`src/sv/assert_macros.svh`:
```
// Assertion macros used by the top RTL module of the graph center block.
// Each macro expects signals named clk and arst_n in the scope of use.
`ifndef ASSERT_MACROS_SVH
`define ASSERT_MACROS_SVH

// Same-cycle implication, disabled while reset is asserted.
`define ASSERT_IMPL(lbl, ante, cons) \
	lbl: assert property (@(posedge clk) disable iff (!arst_n) (ante) |-> (cons)) \
		else $error("assertion failed");

// Next-cycle implication, disabled while reset is asserted.
`define ASSERT_NEXT(lbl, ante, cons) \
	lbl: assert property (@(posedge clk) disable iff (!arst_n) (ante) |=> (cons)) \
		else $error("assertion failed");

`endif

```
`src/sv/apsp_pkg.sv`:
```
// Package of the graph center block: widths, constants and the control
// structs passed between the sequencer and the column cells. No dependencies.
package apsp_pkg;

	localparam int MAX_NODES_DEF = 128;
	localparam int NODE_W        = 8;
	localparam int CNT_N_W       = 9;
	localparam int WEIGHT_W      = 7;
	localparam int DIST_W        = 15;
	localparam int ECC_W         = 14;

	localparam logic [DIST_W-1:0] DIST_INF = 15'h7fff;
	localparam logic [ECC_W-1:0]  ECC_MAX  = 14'h3fff;

	localparam logic OP_LOAD  = 1'b0;
	localparam logic OP_SOLVE = 1'b1;

	typedef struct packed {
		logic                rd_en;
		logic [NODE_W-1:0]   rd_addr;
		logic                rowk_cap;
		logic                relax_we;
		logic                clr_we;
		logic [NODE_W-1:0]   wr_addr;
		logic [DIST_W-1:0]   colk;
		logic                scan_clr;
		logic                scan_acc;
		logic                ld_we;
		logic [NODE_W-1:0]   ld_a;
		logic [NODE_W-1:0]   ld_b;
		logic [WEIGHT_W-1:0] ld_w;
		logic [CNT_N_W-1:0]  n;
	} apsp_ctrl_t;

	typedef struct packed {
		logic [DIST_W-1:0] ecc;
		logic [NODE_W-1:0] idx;
	} chain_t;

endpackage

```
`src/sv/apsp_ram.sv`:
```
// Generic single write port, single read port RAM with registered read data.
// No dependencies.
module apsp_ram #(
	parameter int WIDTH = 15,
	parameter int DEPTH = 128
) (
	input  logic                     clk,
	input  logic                     we,
	input  logic [$clog2(DEPTH)-1:0] waddr,
	input  logic [WIDTH-1:0]         wdata,
	input  logic                     re,
	input  logic [$clog2(DEPTH)-1:0] raddr,
	output logic [WIDTH-1:0]         rdata
);
	logic [WIDTH-1:0] mem [DEPTH];

	always_ff @(posedge clk) begin
		if (we) begin
			mem[waddr] <= wdata;
		end
		if (re) begin
			rdata <= mem[raddr];
		end
	end
endmodule

```
`src/sv/apsp_cell.sv`:
```
// One column cell: holds one column of the distance matrix in a RAM, relaxes
// it row by row, tracks its column maximum and forms one link of the chain.
// Depends on apsp_pkg and apsp_ram.
module apsp_cell #(
	parameter int MAX_NODES = apsp_pkg::MAX_NODES_DEF,
	parameter int IDX       = 0
) (
	input  logic                            clk,
	input  apsp_pkg::apsp_ctrl_t            ctrl,
	input  apsp_pkg::chain_t                chain_in,
	output apsp_pkg::chain_t                chain_out,
	output logic [apsp_pkg::DIST_W-1:0]     rdata
);
	import apsp_pkg::*;

	localparam int AW = $clog2(MAX_NODES);
	localparam logic [NODE_W-1:0] ID = NODE_W'(IDX);

	logic              active;
	logic [DIST_W-1:0] rowk_q, own_s2, ecc_q;
	logic [DIST_W:0]   sum;
	logic [DIST_W-1:0] relax_val, new_val;
	logic              we;
	logic [AW-1:0]     waddr;
	logic [DIST_W-1:0] wdata;
	chain_t            chain_q;

	assign active = {1'b0, ID} < ctrl.n;
	assign sum = {1'b0, ctrl.colk} + {1'b0, rowk_q};
	assign relax_val = (sum > {1'b0, DIST_INF}) ? DIST_INF : sum[DIST_W-1:0];
	assign new_val = (relax_val < own_s2) ? relax_val : own_s2;

	always_comb begin
		we    = 1'b0;
		waddr = ctrl.wr_addr[AW-1:0];
		wdata = new_val;
		if (ctrl.clr_we) begin
			we    = 1'b1;
			wdata = (ctrl.wr_addr == ID) ? '0 : DIST_INF;
		end else if (ctrl.relax_we && active) begin
			we = 1'b1;
		end else if (ctrl.ld_we && ctrl.ld_b == ID) begin
			we    = 1'b1;
			waddr = ctrl.ld_a[AW-1:0];
			wdata = DIST_W'(ctrl.ld_w);
		end else if (ctrl.ld_we && ctrl.ld_a == ID) begin
			we    = 1'b1;
			waddr = ctrl.ld_b[AW-1:0];
			wdata = DIST_W'(ctrl.ld_w);
		end
	end

	apsp_ram #(.WIDTH(DIST_W), .DEPTH(MAX_NODES)) u_ram (
		.clk   (clk),
		.we    (we),
		.waddr (waddr),
		.wdata (wdata),
		.re    (ctrl.rd_en),
		.raddr (ctrl.rd_addr[AW-1:0]),
		.rdata (rdata)
	);

	always_ff @(posedge clk) begin
		own_s2 <= rdata;
		if (ctrl.rowk_cap) begin
			rowk_q <= rdata;
		end
		if (ctrl.scan_clr) begin
			ecc_q <= '0;
		end else if (ctrl.scan_acc && rdata > ecc_q) begin
			ecc_q <= rdata;
		end
		if (active && ecc_q < chain_in.ecc) begin
			chain_q <= '{ecc: ecc_q, idx: ID};
		end else begin
			chain_q <= chain_in;
		end
	end

	assign chain_out = chain_q;
endmodule

```
`config.mk`:
```
export PLATFORM = sky130hd
export DESIGN_NAME = apsp_cell
export DESIGN_NICKNAME = d
export VERILOG_FILES = /design/src/sv/assert_macros.svh /design/src/sv/apsp_pkg.sv /design/src/sv/apsp_ram.sv /design/src/sv/apsp_cell.sv
export SDC_FILE = /design/constraint.sdc
export NUM_CORES = 2
export LEC_CHECK = 0
export ABC_CLOCK_PERIOD_IN_PS = 28700
export BUFFER_PORTS_ARGS = -buffer_cell sky130_fd_sc_hd__buf_2
export CORE_UTILIZATION = 45
export CTS_CLUSTER_DIAMETER = 200
export DETAILED_ROUTE_END_ITERATION = 6
export SLEW_MARGIN = 20
export SYNTH_ARGS = -nofsm -noshare
export SYNTH_HDL_FRONTEND = slang
export SYNTH_SLANG_ARGS = --single-unit
```
`constraint.sdc`:
```
create_clock -name clk -period 28.7 [get_ports clk]
set_input_delay 7.175 -clock clk [delete_from_list [all_inputs] [get_ports clk]]
set_output_delay 7.175 -clock clk [all_outputs]
set_load 0.01 [all_outputs]
```
==> report_table.html <==
<table>
<tr><th>Metric</th><th>Value</th></tr>
<tr><th colspan="2">Status</th></tr>
<tr><td>Run status</td><td>completed</td></tr>
<tr><th colspan="2">Global route</th></tr>
<tr><td>Maximum number of pins on one net before global-route repair</td><td>113</td></tr>
<tr><td>Via count of the first global-routing pass</td><td>37900</td></tr>
<tr><td>GRT Util Overall</td><td>0.216</td></tr>
<tr><td>Global-route wire length before repair</td><td>between 200000 and 300000 um</td></tr>
<tr><td>Total global routing overflow</td><td>0</td></tr>
<tr><td>Number of antenna violations at the first check in global routing</td><td>5</td></tr>
<tr><th colspan="2">Worst setup path</th></tr>
<tr><td>Slowest stage cell, crit path</td><td>sky130_fd_sc_hd__buf_4</td></tr>
<tr><td>Data required time at the worst endpoint</td><td>roughly 30000 ps</td></tr>
<tr><td>Crit end category</td><td>register</td></tr>
<tr><td>R2R Setup Slk</td><td>between 20000 and 25000 ps</td></tr>
<tr><td>Number of buffers and inverters on the critical path</td><td>3</td></tr>
<tr><td>Critical Path Fanout Max</td><td>65</td></tr>
<tr><td>Category of the critical setup timing path</td><td>in2reg</td></tr>
<tr><td>Total stage count of the critical path</td><td>19</td></tr>
<tr><td>Top delay family on crit path</td><td>compound AO/OA/AOI/OAI gates</td></tr>
<tr><td>Arrival time worst endpoint</td><td>12930 ps</td></tr>
<tr><td>Peak per-stage delay on the critical path</td><td>640 ps</td></tr>
<tr><td>Kind of start point of the critical path</td><td>input port</td></tr>
<tr><td>Timing startpoint of the critical path</td><td>ctrl[35]</td></tr>
<tr><td>Startpoint of the lowest-slack register-to-register path</td><td>rowk_q[0]</td></tr>
<tr><td>Logic depth of the worst register-to-register path</td><td>18</td></tr>
<tr><td>Chain of cells forming the critical path</td><td>buf_2 -&gt; ha_1 -&gt; fa_1 -&gt; a211oi_1 -&gt; o21ai_0 -&gt; a2111o_1 -&gt; a311oi_1 -&gt; xor2_1 -&gt; nand2_1 -&gt; ha_1 -&gt; nand3_1 -&gt; nor3_1 -&gt; a21oi_1 -&gt; nand3_1 -&gt; o21ai_4 -&gt; o211ai_1 -&gt; o311ai_2 -&gt; buf_4 -&gt; buf_4</td></tr>
<tr><td>Critical register-to-register path endpoint</td><td>u_ram.mem[114][0]</td></tr>
<tr><td>Endpoint of the worst setup timing path</td><td>u_ram.mem[114][0]</td></tr>
<tr><th colspan="2">Logic synthesis</th></tr>
<tr><td>Flip-flop cell with the highest count after synthesis</td><td>sky130_fd_sc_hd__edfxtp_1</td></tr>
<tr><td>Top cell types by occurrence after synthesis</td><td>sky130_fd_sc_hd__edfxtp_1, sky130_fd_sc_hd__mux4_2, sky130_fd_sc_hd__nor2_1, sky130_fd_sc_hd__mux2i_1, sky130_fd_sc_hd__nand2_1</td></tr>
<tr><td>Part of the Yosys area used for sequential elements</td><td>0.758</td></tr>
<tr><td>Share of synthesized flip-flops with an asynchronous set or reset</td><td>0</td></tr>
<tr><td>Number of nets produced by synthesis</td><td>3732</td></tr>
<tr><td>Post-synthesis sequential element count</td><td>2003</td></tr>
<tr><td>Yosys top cell area share</td><td>0.745</td></tr>
<tr><td>Total number of yosys warnings</td><td>0</td></tr>
<tr><td>Number of synthesized flops with an enable pin</td><td>1950</td></tr>
<tr><td>Biggest area contributors in the synthesized netlist</td><td>sky130_fd_sc_hd__edfxtp_1, sky130_fd_sc_hd__mux4_2, sky130_fd_sc_hd__mux2i_1</td></tr>
<tr><td>Cell count after synthesis</td><td>3579</td></tr>
<tr><td>Synthesized area per cell</td><td>~22 um2</td></tr>
<tr><td>Largest area contributor in the synthesized netlist</td><td>sky130_fd_sc_hd__edfxtp_1</td></tr>
<tr><td>Most common cell in the netlist</td><td>sky130_fd_sc_hd__edfxtp_1</td></tr>
<tr><td>Netlist Area Pre-Place</td><td>0.0786 mm2</td></tr>
<tr><td>Post-synth cell types</td><td>58</td></tr>
<tr><th colspan="2">Clock tree</th></tr>
<tr><td>Hold buffers post-CTS</td><td>0</td></tr>
<tr><td>Clock latency reported for the late side of the worst-skew pair</td><td>~830 ps</td></tr>
<tr><td>Master cell of the clock root buffer</td><td>sky130_fd_sc_hd__clkbuf_16</td></tr>
<tr><td>Number of buffers inserted during clock tree synthesis</td><td>202</td></tr>
<tr><td>Number of sinks driven by the clock tree</td><td>2003</td></tr>
<tr><td>H-tree depth</td><td>4</td></tr>
<tr><td>CTS clock-pin slew for the worst setup and hold paths</td><td>approximately 60 ps</td></tr>
<tr><td>Bufs on Longest Clock Path</td><td>3</td></tr>
<tr><td>Post-CTS setup repair buffer count</td><td>0</td></tr>
<tr><td>Clock tree from TritonCTS</td><td>built</td></tr>
<tr><td>Cells resized by post-CTS repair</td><td>0</td></tr>
<tr><th colspan="2">Min path</th></tr>
<tr><td>Worst hold path class</td><td>reg2reg</td></tr>
<tr><th colspan="2">Die</th></tr>
<tr><td>I/O Pins</td><td>between 100 and 150</td></tr>
<tr><td># rows</td><td>153</td></tr>
<tr><td>Height of the die</td><td>420 um</td></tr>
<tr><td>Effective utilization at floorplan</td><td>0.453</td></tr>
<tr><td>CORE AREA</td><td>approximately 0.17 mm2</td></tr>
<tr><td>Floorplan die area</td><td>about 0.18 mm2</td></tr>
<tr><td>Die width</td><td>420 um</td></tr>
<tr><th colspan="2">Timing</th></tr>
<tr><td>RSZ-0062 raised after global routing</td><td>false</td></tr>
<tr><td>Final worst path period share</td><td>0.433</td></tr>
<tr><td>Min cycle time layout</td><td>12410 ps</td></tr>
<tr><td>Fin Clk Skew</td><td>26.6 ps</td></tr>
<tr><td>Max-Slew Margin vs Limit</td><td>0.220</td></tr>
<tr><td>Total Negative Setup Slacks</td><td>0 ps</td></tr>
<tr><td>Final hold vios</td><td>0</td></tr>
<tr><td>Final setup vio count</td><td>0</td></tr>
<tr><td>Number of max-slew violations in the final report</td><td>0</td></tr>
<tr><td>Slew at the pin closest to its max-slew limit</td><td>1170 ps</td></tr>
<tr><td>Maximum operating frequency</td><td>slightly above 80 MHz</td></tr>
<tr><th colspan="2">Pwr</th></tr>
<tr><td>P_leak</td><td>~29 nW</td></tr>
<tr><td>Combinational power share</td><td>0.082</td></tr>
<tr><td>Total Power Consumption</td><td>between 6 and 7 mW</td></tr>
<tr><td>Clock network fraction of design power</td><td>0.392</td></tr>
<tr><td>Fraction of power spent switching nets</td><td>0.230</td></tr>
<tr><td>Net switching power</td><td>1.49 mW</td></tr>
<tr><td>Int Pwr</td><td>4.97 mW</td></tr>
<tr><td>Reg power frac</td><td>0.525</td></tr>
<tr><td>Peak supply drop</td><td>0.0000591 V</td></tr>
<tr><td>Ratio of total power to cell area</td><td>72.2 mW/mm2</td></tr>
<tr><th colspan="2">Placement</th></tr>
<tr><td>Number of buffers inserted by port buffering</td><td>130</td></tr>
<tr><td>DPL Wire Length</td><td>roughly 110000 um</td></tr>
<tr><td>Final weighted congestion in routability-driven placement</td><td>0.829</td></tr>
<tr><th colspan="2">Flow run</th></tr>
<tr><td>Max-Cap Viols</td><td>0</td></tr>
<tr><th colspan="2">Detailed routing</th></tr>
<tr><td>Routed wire per std cell</td><td>29.3 um</td></tr>
<tr><td>Detailed Routing Iterations Pass 1</td><td>5</td></tr>
<tr><td>DR DRC count</td><td>0</td></tr>
<tr><td>Antenna-violating nets left</td><td>0</td></tr>
<tr><td>Via density per instance</td><td>5.87</td></tr>
<tr><td>DRC marker count from the first detailed-route iteration</td><td>3750</td></tr>
<tr><td>Total Wirelength</td><td>188000 um</td></tr>
<tr><td>Total vias in the final route</td><td>37600</td></tr>
<tr><th colspan="2">Final layout</th></tr>
<tr><td>Nets</td><td>slightly above 4000</td></tr>
<tr><td>Core utilization of the finished layout</td><td>0.515</td></tr>
<tr><td>Synth-to-Final Area Change</td><td>13.7%</td></tr>
<tr><td>Share of layout cells above drive strength 1</td><td>0.294</td></tr>
<tr><td>Final-layout fill cell count</td><td>13500</td></tr>
</table>
[through the flow]
| step | std cells | instance area (um2) | setup WS [ps] | hold slack [ps] |
|---|---|---|---|---|
| 2_1_floorplan | 3579 | 78600 | 8460 | 471 |
| 3_3_place_gp | 6024 | 83000 | 15430 | 494 |
| 3_5_place_dp | 6024 | 83000 | 15310 | 498 |
| 4_1_cts | 6393 | 89400 | 16170 | 511 |
| 5_1_grt | 6394 | 89400 | 15980 | 527 |
| 6_report | 6396 | 89400 | 16290 | 510 |
[worst min-delay path: stages, from the launching register on]
cell and delay [ps]:
sky130_fd_sc_hd__dfxtp_1 320, sky130_fd_sc_hd__inv_1 80, sky130_fd_sc_hd__mux2i_1 60
[layer usage]
layer	wire, um	track usage	share of wire
met5	12	0	0.000064
met2	90800	0.346	0.48
met1	79900	0.306	0.43
met4	4640	0.0597	0.025
met3	12200	0.0378	0.065
[flip-flops by register name (all words and copies together) (netlist names)]
signal,flops
chain_out,23
u_ram.mem,1920
own_s2,15
rowk_q,15
ecc_q,15
u_ram.rdata,15
[worst min-delay path by stage]
| stage | slack, ps | endpoint | startpoint | depth (start not counted) |
|---|---|---|---|---|
| after floorplan | 470 | own_s2[0] | u_ram.rdata[0] | 0 |
| after global placement | 490 | chain_out[14] | ecc_q[6] | 2 |
| after detailed placement | 500 | chain_out[14] | ecc_q[6] | 2 |
| after CTS | 510 | chain_out[11] | ecc_q[3] | 2 |
| after global routing | 530 | chain_out[14] | ecc_q[6] | 2 |
| final | 510 | chain_out[15] | ecc_q[7] | 2 |
[power groups by stage]
stage / registers (mW) / clock network, mW / logic, mW
global placement: 3.45 / 0 / 0.522
floorplan: 3.51 / 0 / 0.309
detailed placement: 3.45 / 0 / 0.537
CTS: 3.39 / 2.58 / 0.538
global route: 3.39 / 2.69 / 0.576
finish: 3.39 / 2.53 / 0.531
[logic make-up after synthesis]
group,count (synthesis),share of synthesized area
flops,2003,0.758
mux,691,0.179
simple gates,380,0.0214
buf+inv,226,0.0122
compound gates,212,0.0192
fa+ha+maj,59,0.00948
xor+xnor,8,0.000891
[layout make-up]
type / instances / area [um2] / area share
Antenna cell: 3 / 7.51 / 0.0000840
Clock buffer: 257 / 5310 / 0.0594
Clock inverter: 112 / 1070 / 0.0120
Inverter: 54 / 203 / 0.00227
Multi-Input combinational cell: 1350 / 18400 / 0.205
Sequential cell: 2003 / 59600 / 0.667
Tap cell: 2325 / 2910 / 0.0325
Timing Repair Buffer: 292 / 1920 / 0.0215
[layout by cell type, fill, tap and decap left out, drive strengths merged, types with 6 or more instances in the layout]
cell | synthesis | routed
nand2 | 101 | 101
nand3 | 55 | 55
a21oi | 41 | 41
and4 | 8 | 8
nand4 | 6 | 6
inv | 54 | 57
o211ai | 8 | 8
nor2b | 16 | 16
a22oi | 30 | 30
a21o | 15 | 15
o22ai | 15 | 15
clkbuf | 97 | 258
nand3b | 7 | 7
a22o | 15 | 15
bufinv | 0 | 13
o21ai | 23 | 23
edfxtp | 1950 | 1950
ha | 58 | 58
mux4 | 570 | 570
dfxtp | 53 | 53
o31ai | 8 | 8
o21a | 6 | 6
a211o | 17 | 17
buf | 75 | 291
nor3 | 7 | 7
clkinv | 0 | 94
mux2i | 120 | 120
nor2 | 161 | 161
o311ai | 8 | 8
Power figures use the tool's default switching activity.
